--- src/rtl/lrupr_pkg.sv ---
// shared types, widths and helpers for the lru page table
package lrupr_pkg;

  localparam int PAGE_W          = 20;
  localparam int AGE_W           = 5;
  localparam int WAYS_W          = 5;
  localparam int SLOT_W          = 4;
  localparam int COUNT_W         = 32;
  localparam int MAX_SLOTS_DEF   = 16;
  localparam logic [AGE_W-1:0]   AGE_MAX   = '1;
  localparam logic [COUNT_W-1:0] COUNT_MAX = '1;

  typedef struct packed {
    logic              valid;
    logic [PAGE_W-1:0] page;
    logic [AGE_W-1:0]  age;
  } entry_t;

  typedef struct packed {
    logic   en;
    entry_t data;
  } wr_req_t;

  function automatic logic [AGE_W-1:0] age_inc(input logic [AGE_W-1:0] a);
    age_inc = (a == AGE_MAX) ? a : a + AGE_W'(1);
  endfunction

  function automatic logic [COUNT_W-1:0] count_inc(input logic [COUNT_W-1:0] c);
    count_inc = (c == COUNT_MAX) ? c : c + COUNT_W'(1);
  endfunction

endpackage

--- src/rtl/lrupr_table.sv ---
// slot memory with registered read and per-entry written flags
module lrupr_table #(
  parameter int DEPTH = lrupr_pkg::MAX_SLOTS_DEF,
  parameter int IDX_W = 4
) (
  input  logic                 clk,
  input  logic                 rst,
  input  logic [IDX_W-1:0]     rd_addr,
  input  logic [IDX_W-1:0]     wr_addr,
  input  lrupr_pkg::wr_req_t   wr,
  output lrupr_pkg::entry_t    rd_entry
);
  import lrupr_pkg::*;

  entry_t           mem [DEPTH];
  logic [DEPTH-1:0] written;
  entry_t           rd_q;
  logic             rd_written;

  always_ff @(posedge clk) begin
    if (wr.en) begin
      mem[wr_addr] <= wr.data;
    end
    rd_q <= mem[rd_addr];
  end

  // flags clear at reset so untouched entries read as empty and age zero
  always_ff @(posedge clk) begin
    if (rst) begin
      written    <= '0;
      rd_written <= 1'b0;
    end else begin
      if (wr.en) begin
        written[wr_addr] <= 1'b1;
      end
      rd_written <= written[rd_addr];
    end
  end

  always_comb begin
    rd_entry = rd_q;
    if (!rd_written) begin
      rd_entry.valid = 1'b0;
      rd_entry.age   = '0;
    end
  end

endmodule

--- src/rtl/lru_page_replacement.sv ---
// top level of the lru page table with age-counter replacement
//
// Fully associative page table of MAX_SLOTS slots, of which the first ways_in_use
// are active (a write of 0 counts as 1, anything above MAX_SLOTS as MAX_SLOTS).
// Every slot keeps valid, page and a 5-bit saturating age in one synchronous
// memory with one read port and one write port. A request goes through two
// passes over the active slots,
// one memory read a cycle: the first looks for the lowest valid slot holding the
// page, the second reads, ages and writes back every slot and, on a fault, picks
// the oldest slot (lowest index on ties). A fault then writes the new page into
// that slot with age zero. One request is worked on at a time; the result sits in an
// output register, so the next request is taken while it waits. The request and
// fault counts saturate at all ones. Configuration is written through cfg_write
// and cfg_data and is meant to take effect for the next request: the user is to
// write it only between requests, as the block itself does not enforce this.
module lru_page_replacement #(
  parameter int MAX_SLOTS = lrupr_pkg::MAX_SLOTS_DEF
) (
  input  logic                          clk,
  input  logic                          rst,
  input  logic                          cfg_write,
  input  logic [lrupr_pkg::WAYS_W-1:0]  cfg_data,
  input  logic                          in_valid,
  output logic                          in_ready,
  input  logic [lrupr_pkg::PAGE_W-1:0]  page_number,
  output logic                          out_valid,
  input  logic                          out_ready,
  output logic                          hit,
  output logic [lrupr_pkg::SLOT_W-1:0]  slot,
  output logic [lrupr_pkg::COUNT_W-1:0] request_count,
  output logic [lrupr_pkg::COUNT_W-1:0] fault_count
);
  import lrupr_pkg::*;

  localparam int IDX_W = (MAX_SLOTS > 1) ? $clog2(MAX_SLOTS) : 1;
  localparam int CNT_W = $clog2(MAX_SLOTS + 1);
  localparam int EXT_W = (CNT_W > WAYS_W) ? CNT_W : WAYS_W;

  typedef enum logic [4:0] {
    ST_IDLE = 5'b00001,
    ST_SCAN = 5'b00010,
    ST_AGE  = 5'b00100,
    ST_FILL = 5'b01000,
    ST_DONE = 5'b10000
  } state_t;

  state_t             state;
  logic [CNT_W-1:0]   active;       // clamped number of active slots
  logic [CNT_W-1:0]   rd_cnt;       // next slot to read in the current pass
  logic               rd_pend;      // read data for rd_slot arrives this cycle
  logic [IDX_W-1:0]   rd_slot;
  logic [PAGE_W-1:0]  req_page;
  logic               found;
  logic [IDX_W-1:0]   hit_idx;
  logic [AGE_W-1:0]   hit_age;
  logic [IDX_W-1:0]   chosen;       // fault victim
  logic [AGE_W-1:0]   oldest;
  logic [COUNT_W-1:0] requests_seen;
  logic [COUNT_W-1:0] faults_seen;

  logic               issue;
  logic [IDX_W-1:0]   wr_addr;
  wr_req_t            wr;
  entry_t             rd_entry;
  logic [AGE_W-1:0]   new_age;
  logic               load_out;
  logic [IDX_W-1:0]   res_idx;
  logic [SLOT_W+IDX_W-1:0] res_ext;
  logic [EXT_W-1:0]   cfg_ext;
  logic [EXT_W-1:0]   cfg_clamped;

  lrupr_table #(
    .DEPTH (MAX_SLOTS),
    .IDX_W (IDX_W)
  ) u_table (
    .clk      (clk),
    .rst      (rst),
    .rd_addr  (rd_cnt[IDX_W-1:0]),
    .wr_addr  (wr_addr),
    .wr       (wr),
    .rd_entry (rd_entry)
  );

  // ways_in_use clamped once at write time
  always_comb begin
    cfg_ext = EXT_W'(cfg_data);
    if (cfg_data == '0) begin
      cfg_clamped = EXT_W'(1);
    end else if (cfg_ext > EXT_W'(MAX_SLOTS)) begin
      cfg_clamped = EXT_W'(MAX_SLOTS);
    end else begin
      cfg_clamped = cfg_ext;
    end
  end

  assign in_ready = (state == ST_IDLE);
  assign issue    = ((state == ST_SCAN) || (state == ST_AGE)) && (rd_cnt < active);
  assign load_out = (state == ST_DONE) && (!out_valid || out_ready);

  // age update for the entry coming back in the second pass
  always_comb begin
    if (found) begin
      if (rd_slot == hit_idx) begin
        new_age = '0;
      end else if (rd_entry.age < hit_age) begin
        new_age = age_inc(rd_entry.age);
      end else begin
        new_age = rd_entry.age;
      end
    end else begin
      new_age = age_inc(rd_entry.age);
    end
  end

  // write port: aged write-back in the second pass, page refill after a fault
  always_comb begin
    wr      = '0;
    wr_addr = rd_slot;
    case (state)
      ST_AGE: begin
        wr.en         = rd_pend;
        wr.data.valid = rd_entry.valid;
        wr.data.page  = rd_entry.page;
        wr.data.age   = new_age;
      end
      ST_FILL: begin
        wr_addr       = chosen;
        wr.en         = 1'b1;
        wr.data.valid = 1'b1;
        wr.data.page  = req_page;
        wr.data.age   = '0;
      end
      default: begin
        wr = '0;
      end
    endcase
  end

  assign res_idx = found ? hit_idx : chosen;
  assign res_ext = {SLOT_W'(0), res_idx};

  // control
  always_ff @(posedge clk) begin
    if (rst) begin
      state         <= ST_IDLE;
      active        <= CNT_W'(MAX_SLOTS);
      rd_cnt        <= '0;
      rd_pend       <= 1'b0;
      found         <= 1'b0;
      requests_seen <= '0;
      faults_seen   <= '0;
      out_valid     <= 1'b0;
    end else begin
      if (cfg_write) begin
        active <= CNT_W'(cfg_clamped);
      end
      rd_pend <= issue;
      if (issue) begin
        rd_cnt <= rd_cnt + CNT_W'(1);
      end
      if (load_out) begin
        out_valid <= 1'b1;
      end else if (out_ready) begin
        out_valid <= 1'b0;
      end

      case (state)
        ST_IDLE: begin
          if (in_valid) begin
            found  <= 1'b0;
            rd_cnt <= '0;
            state  <= ST_SCAN;
          end
        end
        ST_SCAN: begin
          if (rd_pend && !found && rd_entry.valid && (rd_entry.page == req_page)) begin
            found <= 1'b1;
          end
          // last read data is in this cycle
          if (!issue) begin
            rd_cnt <= '0;
            state  <= ST_AGE;
          end
        end
        ST_AGE: begin
          if (!issue) begin
            requests_seen <= count_inc(requests_seen);
            if (!found) begin
              faults_seen <= count_inc(faults_seen);
              state       <= ST_FILL;
            end else begin
              state <= ST_DONE;
            end
          end
        end
        ST_FILL: begin
          state <= ST_DONE;
        end
        ST_DONE: begin
          if (load_out) begin
            state <= ST_IDLE;
          end
        end
        default: begin
          state <= ST_IDLE;
        end
      endcase
    end
  end

  // datapath registers
  always_ff @(posedge clk) begin
    if (in_valid && in_ready) begin
      req_page <= page_number;
    end
    if (issue) begin
      rd_slot <= rd_cnt[IDX_W-1:0];
    end
    // first matching slot wins
    if ((state == ST_SCAN) && rd_pend && !found && rd_entry.valid
        && (rd_entry.page == req_page)) begin
      hit_idx <= rd_slot;
      hit_age <= rd_entry.age;
    end
    // oldest aged slot, strict compare keeps the lowest index on ties
    if ((state == ST_AGE) && rd_pend && !found
        && ((rd_slot == '0) || (new_age > oldest))) begin
      oldest <= new_age;
      chosen <= rd_slot;
    end
    if (load_out) begin
      hit           <= found;
      slot          <= res_ext[SLOT_W-1:0];
      request_count <= requests_seen;
      fault_count   <= faults_seen;
    end
  end

endmodule

--- config.mk ---
export PLATFORM = sky130hd
export DESIGN_NAME = lru_page_replacement
export DESIGN_NICKNAME = d
export VERILOG_FILES = /design/src/rtl/lrupr_pkg.sv /design/src/rtl/lrupr_table.sv /design/src/rtl/lru_page_replacement.sv
export SDC_FILE = /design/constraint.sdc
export NUM_CORES = 1
export LEC_CHECK = 0
export ABC_CLOCK_PERIOD_IN_PS = 4500
export BUFFER_PORTS_ARGS = -buffer_cell sky130_fd_sc_hd__buf_2
export CAP_MARGIN = 25
export CORE_MARGIN = 2
export CORE_UTILIZATION = 55
export DETAILED_ROUTE_END_ITERATION = 16
export GPL_ROUTABILITY_DRIVEN = 0
export HOLD_SLACK_MARGIN = 0.06
export PLACE_DENSITY_LB_ADDON = 0.15
export SYNTH_ARGS = -nofsm -noshare
export SYNTH_HDL_FRONTEND = slang
export SYNTH_SLANG_ARGS = --single-unit
--- constraint.sdc ---
create_clock -name clk -period 4.5 [get_ports clk]
set_input_delay 0.675 -clock clk [delete_from_list [all_inputs] [get_ports clk]]
set_output_delay 0.675 -clock clk [all_outputs]
set_load 0.1 [all_outputs]
After elaboration in Yosys (flattened, before gate mapping). Memories as Yosys holds them, arrays and structs flattened. A register that Yosys moved wholly into a read port is not among the register bits. Index checks and enable logic that the tools add are counted.

Register bits: 210. Bits in writable memories: 416. Bits of input ports: 30. Output and inout bits: 71. Word-level logic and storage cells: 111. Memories: 1.

Memories: u_table.mem (depth 16, bits a word 26, rd ports 1, clocked after Yosys merged registers in 1, write ports 1, RTL line lrupr_table.sv:15) `entry_t mem [DEPTH];`.

$add $sub $neg: 4. Magnitude comparators: 7. Equality and inequality tests: 15. Mux-type cells: 32. Bitwise operators: 5. Reductions and logical operators: 27.

Operator list (count): $mux W5 (15); $add A32 B1 Y32 const B (2); $eq A32 B32 Y1 const B (2); $pmux W27 S2 (1); $pmux W5 S5 (1); $eq A20 B20 Y1 (1); $or A16 B16 Y16 (1); $logic_and A1 B1 Y1 (14); $add A5 B1 Y5 const B (2); $eq A5 B5 Y1 const B (2); $lt A4 B5 Y1 const B (2); $lt A5 B5 Y1 (2); $pmux W5 S2 (1); $mux W1 (9); $mux W4 (2); $ne A2 B2 Y1 const B (4); $reduce_and A4 Y1 (2); $reduce_and A3 Y1 (2); $eq A5 B1 Y1 const B (1); $eq A5 B2 Y1 const B (1); $eq A5 B3 Y1 const B (1); $eq A5 B4 Y1 const B (1); $gt A5 B5 Y1 (1); $gt A5 B5 Y1 const B (1); other kinds (12) (19).

Depth between registers and ports, before layout. Gate-level depths: netlist of run 1.

Depth after elaboration: 9. Depth in mapped cells: 17. Depth with buffers taken out: 16.

By module. A second synthesis of run 1 with hierarchy kept.

Cell total of the unflattened synthesis: 1506. Area total of the unflattened synthesis: 25461.9 µm².

By module, submodules not included: lrupr_table (times used 1, cells each 751, area an instance 16961.3 µm², seq. area each 13352.8 µm²); lru_page_replacement (times used 1, cells each 755, area an instance 8500.7 µm², seq. area each 4974.8 µm²).

Worst setup path after synthesis of run 1. Ideal clock, no wire load.

Kind: register -> register. From: reg state[0]. To: reg req_page[0] (enable). Library setup time: 0.376 ns. Arrival: 4.499 ns. Data required time: 4.124 ns. Slack: -0.375 ns. Stages on the path, launching flop included: 6. Path buffers: 1. Period minus slack after synthesis: 4.875 ns. Cells stage by stage: dfxtp_1 clkbuf_1 nand2b_1 nor4_1 nand2_1 inv_1.

Longest elaborated chain between the ends: 2.

Ends and longest elaborated chain: start, declared (RTL line lru_page_replacement.sv:47) `state_t state;`; start signal, assigned (RTL line lru_page_replacement.sv:145) `state <= ST_IDLE;`; start signal, assigned (RTL line lru_page_replacement.sv:172) `state <= ST_SCAN;`; start signal, assigned (RTL line lru_page_replacement.sv:182) `state <= ST_AGE;`; $eq A5 B1 Y1 (RTL line lru_page_replacement.sv:96) `assign in_ready = (state == ST_IDLE);`; named net in_ready (RTL line lru_page_replacement.sv:24) `output logic in_ready,`; $logic_and A1 B1 Y1 (RTL line lru_page_replacement.sv:213) `if (in_valid && in_ready) begin`; end signal, assigned (RTL line lru_page_replacement.sv:214) `req_page <= page_number;`; end, declared (RTL line lru_page_replacement.sv:52) `logic [PAGE_W-1:0] req_page;`.

The timed path passes the listed nets, and every way through them passes these cells. A chain may end at the register's enable or synchronous reset.

==> flow_summary.toml, run 1 <==
[outcome]
status = "complete, no violations"

[timing]
relSlewSlack_pct = 29.5
fin_tns_setup_ps = 0
finalCriticalPeriod_ps = 3890
fmax_ghz = 0.257
finalSetupViolations = 0
finalCritPeriodShare_pct = 86.4
fin_ws_ps = 612
finalHoldViolations = 0
worst_slew_pin_slew_ps = 1050
skew_ps = 19.7
finalMaxSlewViolations = 0
rsz0062_at_grt = "no"
whs_ps = 259

[grt]
antenna_found_initial = 0
grt_usage_pct = 22.7
grt_max_degree = 66
grt_pass1_wl_um = 81100
grt-ovfl-total = 0
grt_pass1_vias = 13583

[synth]
synth_area_leaders = "edfxtp_1 62%, mux4_2 12%, dfxtp_1 9.8%, nor2_1 1.7%, xnor2_1 1.6%"
yosysMostFrequentCell = "edfxtp_1"
synthCells = 1482
yosysTopAreaCellShare_pct = 61.8
synth_nets = 1528
synth_area_mm2 = 0.0256
ys.flop_type = "edfxtp_1"
yosys.area.top_type = "edfxtp_1"
synth_edf_count = 527
ys_types = 69
avgSynthCellArea_um2 = 17.3
ys_warn_count = 0
async_reset_ff_share_pct = 0
ys_ff_latch = 652
synth_seq_area_share_pct = 71.6
synthTopCellsByCount = "527 x edfxtp_1, 135 x mux4_2, 125 x dfxtp_1, 115 x nor2_1, 49 x nand2_1"

[die]
die_h_um = 220
die-area_mm2 = 0.0483
initial_core_util_pct = 55.3
core-area_mm2 = 0.0463
num_rows = 79
die_w_um = 220
io_pins = 101

[placement]
dpl.hpwl_um = 31400
dp_cells = 2161
port_buffers = 100
post-place-ws_ps = 345
place_area_mm2 = 0.0270

[finish]
design_area_mm2 = 0.0292
syn2layout_area_growth_pct = 14.0
fin_cells = 2281
final_util_pct = 63.1
fin_nets = 1669
drive_gt1_share_pct = 25.2
num_antenna_cells = 0

[setup_path]
cp_data_required_time_ps = 4710
worst-path-max-fanout = 11
end_kind = "flop"
crit_arrival_ps = 4100
critPathKind = "reg2reg"
cp-start-kind = "flop"

[worst_hold_path]
hp-class = "in2reg"

[power_and_ir_drop]
power.density_mw_per_mm2 = 421
power_mw = 12.3
ir_drop_mv = 0.356
p_leak_nw = 8.50

[routing]
vias = 13558
drc_errors = 0
drt_wl_total_um = 52700
wire_per_inst_um = 23.1
vias_per_cell = 5.94
firstDrtPassIters = 5
drt-initial-drc-count = 1138
postRouteAntennaNets = 0

[clock_tree]
clk_latency_ps = 590
path_clk_slew_ps = 60
cts_buffer_depth = 3
cts_inserted_buffers = 66
htree_levels = 3
root_buffer = "clkbuf_16"
holdBufCountCts = 0
cts_tree = "done"
clock-sinks = 652

[run]
maxCapViolations = 0
[layout by cell type, fill, tap and decap left out, types with 10 or more instances in the layout]
| cell type | Yosys | layout |
|---|---|---|
| o21ai_0 | 21 | 21 |
| nor3_1 | 32 | 32 |
| a22o_1 | 21 | 21 |
| xor2_1 | 32 | 32 |
| buf_4 | 0 | 36 |
| buf_2 | 24 | 101 |
| nor4_2 | 10 | 12 |
| clkbuf_1 | 37 | 10 |
| and4_1 | 10 | 10 |
| nand3_1 | 45 | 45 |
| nand2_1 | 49 | 49 |
| clkinv_2 | 0 | 14 |
| and3_1 | 10 | 10 |
| edfxtp_1 | 527 | 527 |
| nor2b_1 | 13 | 12 |
| dfxtp_1 | 125 | 121 |
| o21a_1 | 10 | 10 |
| ha_1 | 16 | 16 |
| a21oi_1 | 40 | 39 |
| xnor2_1 | 48 | 48 |
| nor2_4 | 0 | 16 |
| mux4_2 | 135 | 135 |
| clkinv_1 | 0 | 15 |
| nor2_1 | 115 | 99 |
| nand4_1 | 26 | 26 |
| clkbuf_16 | 0 | 67 |
| inv_1 | 21 | 21 |
| and2_1 | 11 | 11 |
[path summary, 6_finish.rpt]
| kind | startpoint | end | slack [ps] | cells past startpoint |
|---|---|---|---|---|
| worst max-delay path | u_table.rd_written$_SDFF_PP0_ | chosen[0]$_DFFE_PP_ | 610 | 16 |
| worst min-delay path | page_number[8] | req_page[8]$_DFFE_PP_ | 260 | 1 |
| worst max register to register | u_table.rd_written$_SDFF_PP0_ | chosen[0]$_DFFE_PP_ | 610 | 16 |
| worst min register to register | requests_seen[17]$_SDFFE_PP0P_ | request_count[17]$_DFFE_PP_ | 470 | 0 |
[power by group]
| part | switching (mW) | internal, mW | total [mW] |
|---|---|---|---|
| Combinational | 0.283 | 0.103 | 0.387 |
| Clock | 2.21 | 3.15 | 5.36 |
| Sequential | 0.0503 | 6.49 | 6.54 |
[cells by family after synthesis]
logic type / Yosys count / synth area share, %
compound gates: 127 / 3.35
xor+xnor: 80 / 2.74
mux: 143 / 12.2
buf+inv: 88 / 1.41
fa+ha+maj: 16 / 0.782
flops: 652 / 71.6
simple gates: 376 / 7.89
[layer usage]
layer | part of all wire [%] | wire length, um | vias up | GRT usage [%]
li1 | - | - | 6140 | -
met1 | 43 | 22600 | 6930 | 31.1
met2 | 49 | 25900 | 404 | 37.3
met3 | 5.4 | 2870 | 84 | 4.28
met4 | 2.4 | 1280 | 0 | 6.98
met5 | 0 | 0 | - | 0
[sequential cells by signal (all words and copies together) (netlist names), 5 cells and up]
name / cells
u_table.written: 16
rd_cnt: 5
oldest: 5
u_table.rd_entry: 20
u_table.mem: 416
hit_age: 5
req_page: 20
u_table.rd_q: 6
fault_count: 32
request_count: 32
state: 5
faults_seen: 32
requests_seen: 32
active: 5
[final cells by class]
class	instances	area (um2)
Fill cell	3329	17100
Sequential cell	652	18300
Inverter	21	78.8
Timing Repair Buffer	140	836
Tap cell	607	759
Clock inverter	41	378
Clock buffer	78	1730
Multi-Input combinational cell	742	7060
[worst max-delay path: stages, from the launching register on]
cell	delay, ps
dfxtp_1	410
nand2_1	160
inv_1	80
ha_1	280
and2_1	130
o2111ai_1	140
o21ai_1	310
mux2_2	370
a22o_1	180
nor2b_1	150
ha_1	280
nor2b_1	160
o21a_1	140
o21a_1	110
o21a_1	100
o22ai_1	90
a21oi_2	440
[repair_timing]
| action | in CTS | in global routing |
|---|---|---|
| resized for setup | 0 | 1 |
| setup endpoints to repair | 0 | 9 |
| buffers inserted | 0 | 0 |
Power figures use the tool's default switching activity.
==> run 2, diff against run 1 <==
--- a/config.mk
+++ b/config.mk
@@ -14,6 +14,7 @@
 export GPL_ROUTABILITY_DRIVEN = 0
 export HOLD_SLACK_MARGIN = 0.06
 export PLACE_DENSITY_LB_ADDON = 0.15
+export RECOVER_POWER = 100
 export SYNTH_ARGS = -nofsm -noshare
 export SYNTH_HDL_FRONTEND = slang
 export SYNTH_SLANG_ARGS = --single-unit
==> run 2 against run 1 <==
  * The flow now finishes with violations (max-capacitance violations, max-slew violations)
  * Sequential power about the same
  * Largest power group unchanged
  * Register-to-register slack got worse by 180 ps
  * Global-route usage unchanged
  * Hold slack better by 1.8 ps
  * Flip-flop and latch count unchanged
  * Die area did not move
  * Combinational power is 5% lower
==> flow_summary.toml, run 2 (same netlist as run 1, synthesis figures left out) <==
[grt]
grt_max_degree = 66
antenna_found_initial = 0
grt_usage_pct = 22.7
grt_pass1_vias = 13583
grt-ovfl-total = 0
grt_pass1_wl_um = 81100

[finish]
fin_nets = 1669
num_antenna_cells = 0
final_cell_mix = "527 x edfxtp_1, 135 x mux4_2, 122 x dfxtp_1"
layout_commonest_cell = "edfxtp_1"
final.fill_count = 3415
largest_reg_flops = 416
final_util_pct = 62.3
top_register = "u_table.mem"
syn2layout_area_growth_pct = 12.7
drive_gt1_share_pct = 18.4

[power_and_ir_drop]
p_leak_nw = 8.19
power.density_mw_per_mm2 = 425
ir_drop_mv = 0.352

[placement]
dpl.hpwl_um = 31400
port_buffers = 100

[routing]
postRouteAntennaNets = 0
vias_per_cell = 5.94
vias = 13560
drt-initial-drc-count = 1166
drc_errors = 0
wire_per_inst_um = 23.1
firstDrtPassIters = 5
drt_wl_total_um = 52700

[clock_tree]
holdBufCountCts = 0
clk_latency_ps = 590
cts_inserted_buffers = 66
cts_buffer_depth = 3
cts_tree = "done"
root_buffer = "clkbuf_16"
htree_levels = 3
path_clk_slew_ps = 60
post_cts_buffers = 0
clock-sinks = 652
cts_resized = 0

[setup_path]
cp_data_required_time_ps = 4960
crit_arrival_ps = 4530
cp-start-kind = "flop"
critPathKind = "reg2reg"
r2r_cells = 7
worst-path-max-fanout = 30
end_kind = "flop"

[timing]
finalMaxSlewViolations = 154
fin_tns_setup_ps = 0
rsz0062_at_grt = "no"
relSlewSlack_pct = -107
skew_ps = 18.6
finalSetupViolations = 0
finalHoldViolations = 0
finalCritPeriodShare_pct = 90.3
fmax_ghz = 0.246
finalCriticalPeriod_ps = 4070
worst_slew_pin_slew_ps = 3100

[die]
die_h_um = 220
die_w_um = 220
io_pins = 101
initial_core_util_pct = 55.3
core-area_mm2 = 0.0463
num_rows = 79
die-area_mm2 = 0.0483

[outcome]
violations = "max-capacitance violations, max-slew violations"
status = "complete, but fails checks"

[worst_hold_path]
hp-class = "in2reg"
whs_path_depth = 1

[run]
maxCapViolations = 5
run 2: changes by cell type in the layout (fill, tap and decap cells not counted), moves of 6 or more:
cell and change:
nor4_2 -11, buf_4 -30, clkbuf_2 +15, nor2_1 +6
nor4_1 +11, buf_2 -75, clkbuf_1 +91, nor2_4 -6
run 2: through the flow:
stage | setup slack (ps) | total power [mW] | hold slack [ps] | area, um2 | instances
global placement | 465 | 7.04 | 443 | 27000 | 2158
finish | 434 | 12.3 | 261 | 28800 | 2281
global route | 149 | 12.6 | 233 | 28800 | 2281
CTS | 327 | 12.4 | 227 | 29200 | 2280
detailed placement | 345 | 7.05 | 448 | 27000 | 2161
floorplan | 24.9 | 6.94 | 417 | 25600 | 1482
run 2: path summary, 6_finish.rpt:
kind,from,end,slack (ps)
max,state[2]$_SDFFE_PP0P_,requests_seen[26]$_SDFFE_PP0P_,430
min,page_number[8],req_page[8]$_DFFE_PP_,260
max reg2reg,state[2]$_SDFFE_PP0P_,requests_seen[26]$_SDFFE_PP0P_,430
min reg2reg,requests_seen[17]$_SDFFE_PP0P_,request_count[17]$_DFFE_PP_,470
run 2: cell type report:
cell class	instances	area (um2)	share of cell area [%]
Sequential cell	652	18300	63.6
Multi-Input combinational cell	742	6930	24.0
Clock buffer	78	1730	5.99
Tap cell	607	759	2.63
Timing Repair Buffer	140	632	2.19
Clock inverter	41	378	1.31
Inverter	21	78.8	0.273
run 2: power breakdown:
group / internal, mW / switching, mW
Sequential: 6.49 / 0.0506
Combinational: 0.0892 / 0.279
Clock: 3.15 / 2.21
Total: 9.73 / 2.54
run 2: layer usage:
| metal | track usage (%) | wire length, um | vias to the layer above | share of wire (%) |
|---|---|---|---|---|
| li1 | - | - | 6141 | - |
| met1 | 31.1 | 22800 | 6930 | 43 |
| met2 | 37.3 | 25800 | 403 | 49 |
| met3 | 4.28 | 2790 | 86 | 5.3 |
| met4 | 6.98 | 1310 | 0 | 2.5 |
| met5 | 0 | 0 | - | 0 |
run 2: critical path, stage by stage (launching register included):
cell,delay [ps]
dfxtp_1,500
and2b_1,310
nor3b_1,440
clkbuf_1,1520
nand3_1,510
nor4_1,430
xnor2_1,160
nor2_1,50
==> run 3, diff against run 2 <==
--- a/config.mk
+++ b/config.mk
@@ -9,7 +9,7 @@
 export BUFFER_PORTS_ARGS = -buffer_cell sky130_fd_sc_hd__buf_2
 export CAP_MARGIN = 25
 export CORE_MARGIN = 2
-export CORE_UTILIZATION = 55
+export CORE_UTILIZATION = 35
 export DETAILED_ROUTE_END_ITERATION = 16
 export GPL_ROUTABILITY_DRIVEN = 0
 export HOLD_SLACK_MARGIN = 0.06
==> constraint.sdc (replaced) <==
create_clock -name clk -period 4.5 [get_ports clk]
set_input_delay 0.675 -clock clk [delete_from_list [all_inputs] [get_ports clk]]
set_output_delay 0.675 -clock clk [all_outputs]
set_load 0.01 [all_outputs]
==> run 3 against run 2 <==
  * The flow still finishes with violations (max-capacitance violations, max-slew violations)
  * Wire length grew 12%
  * Total power grew 4.5%
  * Clock power grew 12%
  * Flip-flop and latch count is the same
  * Largest power group unchanged
==> flow_summary.toml, run 3 (same netlist as run 1, synthesis figures left out) <==
[run]
maxCapViolations = 8

[clock_tree]
clk_latency_ps = 600
cts_buffer_depth = 3
cts_resized = 0
htree_levels = 3
cts_tree = "done"
clock-sinks = 652
path_clk_slew_ps = 60
cts_inserted_buffers = 72
post_cts_buffers = 0
holdBufCountCts = 0
root_buffer = "clkbuf_16"

[setup_path]
max_stage_delay_ps = 1430
worst-path-max-fanout = 16
end_kind = "flop"
cp_common_cell = "nor2_1"
critPathKind = "reg2reg"
crit_arrival_ps = 4200
crit_chain = "nor2_1 > nand3_1 > nor3b_1 > o21ai_0 > buf_4 > nor2_1 > buf_12"
crit_slowest_cell = "nor2_1"
cp-start-kind = "flop"
cp_data_required_time_ps = 4780

[die]
core-area_mm2 = 0.0727
die_w_um = 274
die-area_mm2 = 0.0753
die_h_um = 274
num_rows = 99
io_pins = 101
initial_core_util_pct = 35.2

[finish]
fin_nets = 1677
final_cell_mix = "527 x edfxtp_1, 135 x mux4_2, 123 x dfxtp_1"
design_area_mm2 = 0.0297
drive_gt1_share_pct = 18.7
layout_commonest_cell = "edfxtp_1"
top_register = "u_table.mem"
largest_reg_flops = 416
num_antenna_cells = 0
final.fill_count = 6645
fin_cells = 2647
syn2layout_area_growth_pct = 15.9

[grt]
grt_pass1_wl_um = 88800
grt_max_degree = 105
grt-ovfl-total = 0
grt_pass1_vias = 13736
grt_usage_pct = 15.9
antenna_found_initial = 0

[timing]
fmax_ghz = 0.255
fin_tns_setup_ps = 0
whs_ps = 243
finalSetupViolations = 0
rsz0062_at_grt = "no"
relSlewSlack_pct = -120
finalCriticalPeriod_ps = 3930
finalCritPeriodShare_pct = 87.3
finalMaxSlewViolations = 202
skew_ps = 27.2
finalHoldViolations = 0
worst_slew_pin_slew_ps = 3310

[routing]
vias_per_cell = 5.13
drt-initial-drc-count = 990
firstDrtPassIters = 5
drt_wl_total_um = 59000
wire_per_inst_um = 22.3
drc_errors = 0
postRouteAntennaNets = 0
vias = 13586

[placement]
port_buffers = 100
dpl.hpwl_um = 33800
place_area_mm2 = 0.0275
dp_cells = 2512

[power_and_ir_drop]
p_leak_nw = 8.34
power.density_mw_per_mm2 = 432
ir_drop_mv = 0.304
power_mw = 12.8

[outcome]
violations = "max-capacitance violations, max-slew violations"
status = "complete, but fails checks"

[worst_hold_path]
hp-class = "in2reg"
## run 3: final cells by class
cell class | count | area [um2] | share of cell area (%)
clock buffers | 100 | 2040 | 6.87
clock inverters | 31 | 402 | 1.35
inverters | 21 | 78.8 | 0.266
multi-input cells | 742 | 6950 | 23.4
flip-flops and latches | 652 | 18300 | 61.8
well taps | 959 | 1200 | 4.04
repair buffers | 142 | 671 | 2.26
## run 3: power by group
group | switching (mW) | internal, mW | leakage (nW)
Clock | 2.33 | 3.69 | 1.19
Combinational | 0.173 | 0.0883 | 1.98
Sequential | 0.0440 | 6.49 | 5.17
Total | 2.55 | 10.3 | 8.34
## run 3: layer usage
metal,vias up,share of wire (%),track usage (%)
li1,6169,-,-
met1,7029,45,22.0
met2,297,49,26.1
met3,91,4.4,2.77
met4,0,2.0,3.92
met5,-,0,0
## run 3: path summary, 6_finish.rpt
| path | startpoint | to | slack (ps) | depth (start not counted) |
|---|---|---|---|---|
| worst max-delay path | state[1]$_SDFFE_PP0P_ | u_table.mem[1][21]$_DFFE_PP_ | 570 | 7 |
| worst min-delay path | page_number[16] | req_page[16]$_DFFE_PP_ | 240 | 1 |
| worst max register to register | state[1]$_SDFFE_PP0P_ | u_table.mem[1][21]$_DFFE_PP_ | 570 | 7 |
| worst min register to register | u_table.written[6]$_SDFFE_PP0P_ | u_table.written[6]$_SDFFE_PP0P_ | 460 | 2 |
## run 3: stage by stage
stage / setup WS (ps) / utilization, %
2_1_floorplan: 36.1 / -
3_3_place_gp: 402 / 37.8
3_5_place_dp: 329 / 37.8
4_1_cts: 343 / 41.2
5_1_grt: 195 / 40.8
6_report: 573 / 40.8
## run 3: critical path: cells and delay by family (launching register included)
kind / cells / cell delay (ps)
AND/OR/NAND/NOR: 4 / 2490
AO/OA/AOI/OAI: 1 / 150
flip-flops: 1 / 460
buffers and inverters: 2 / 500
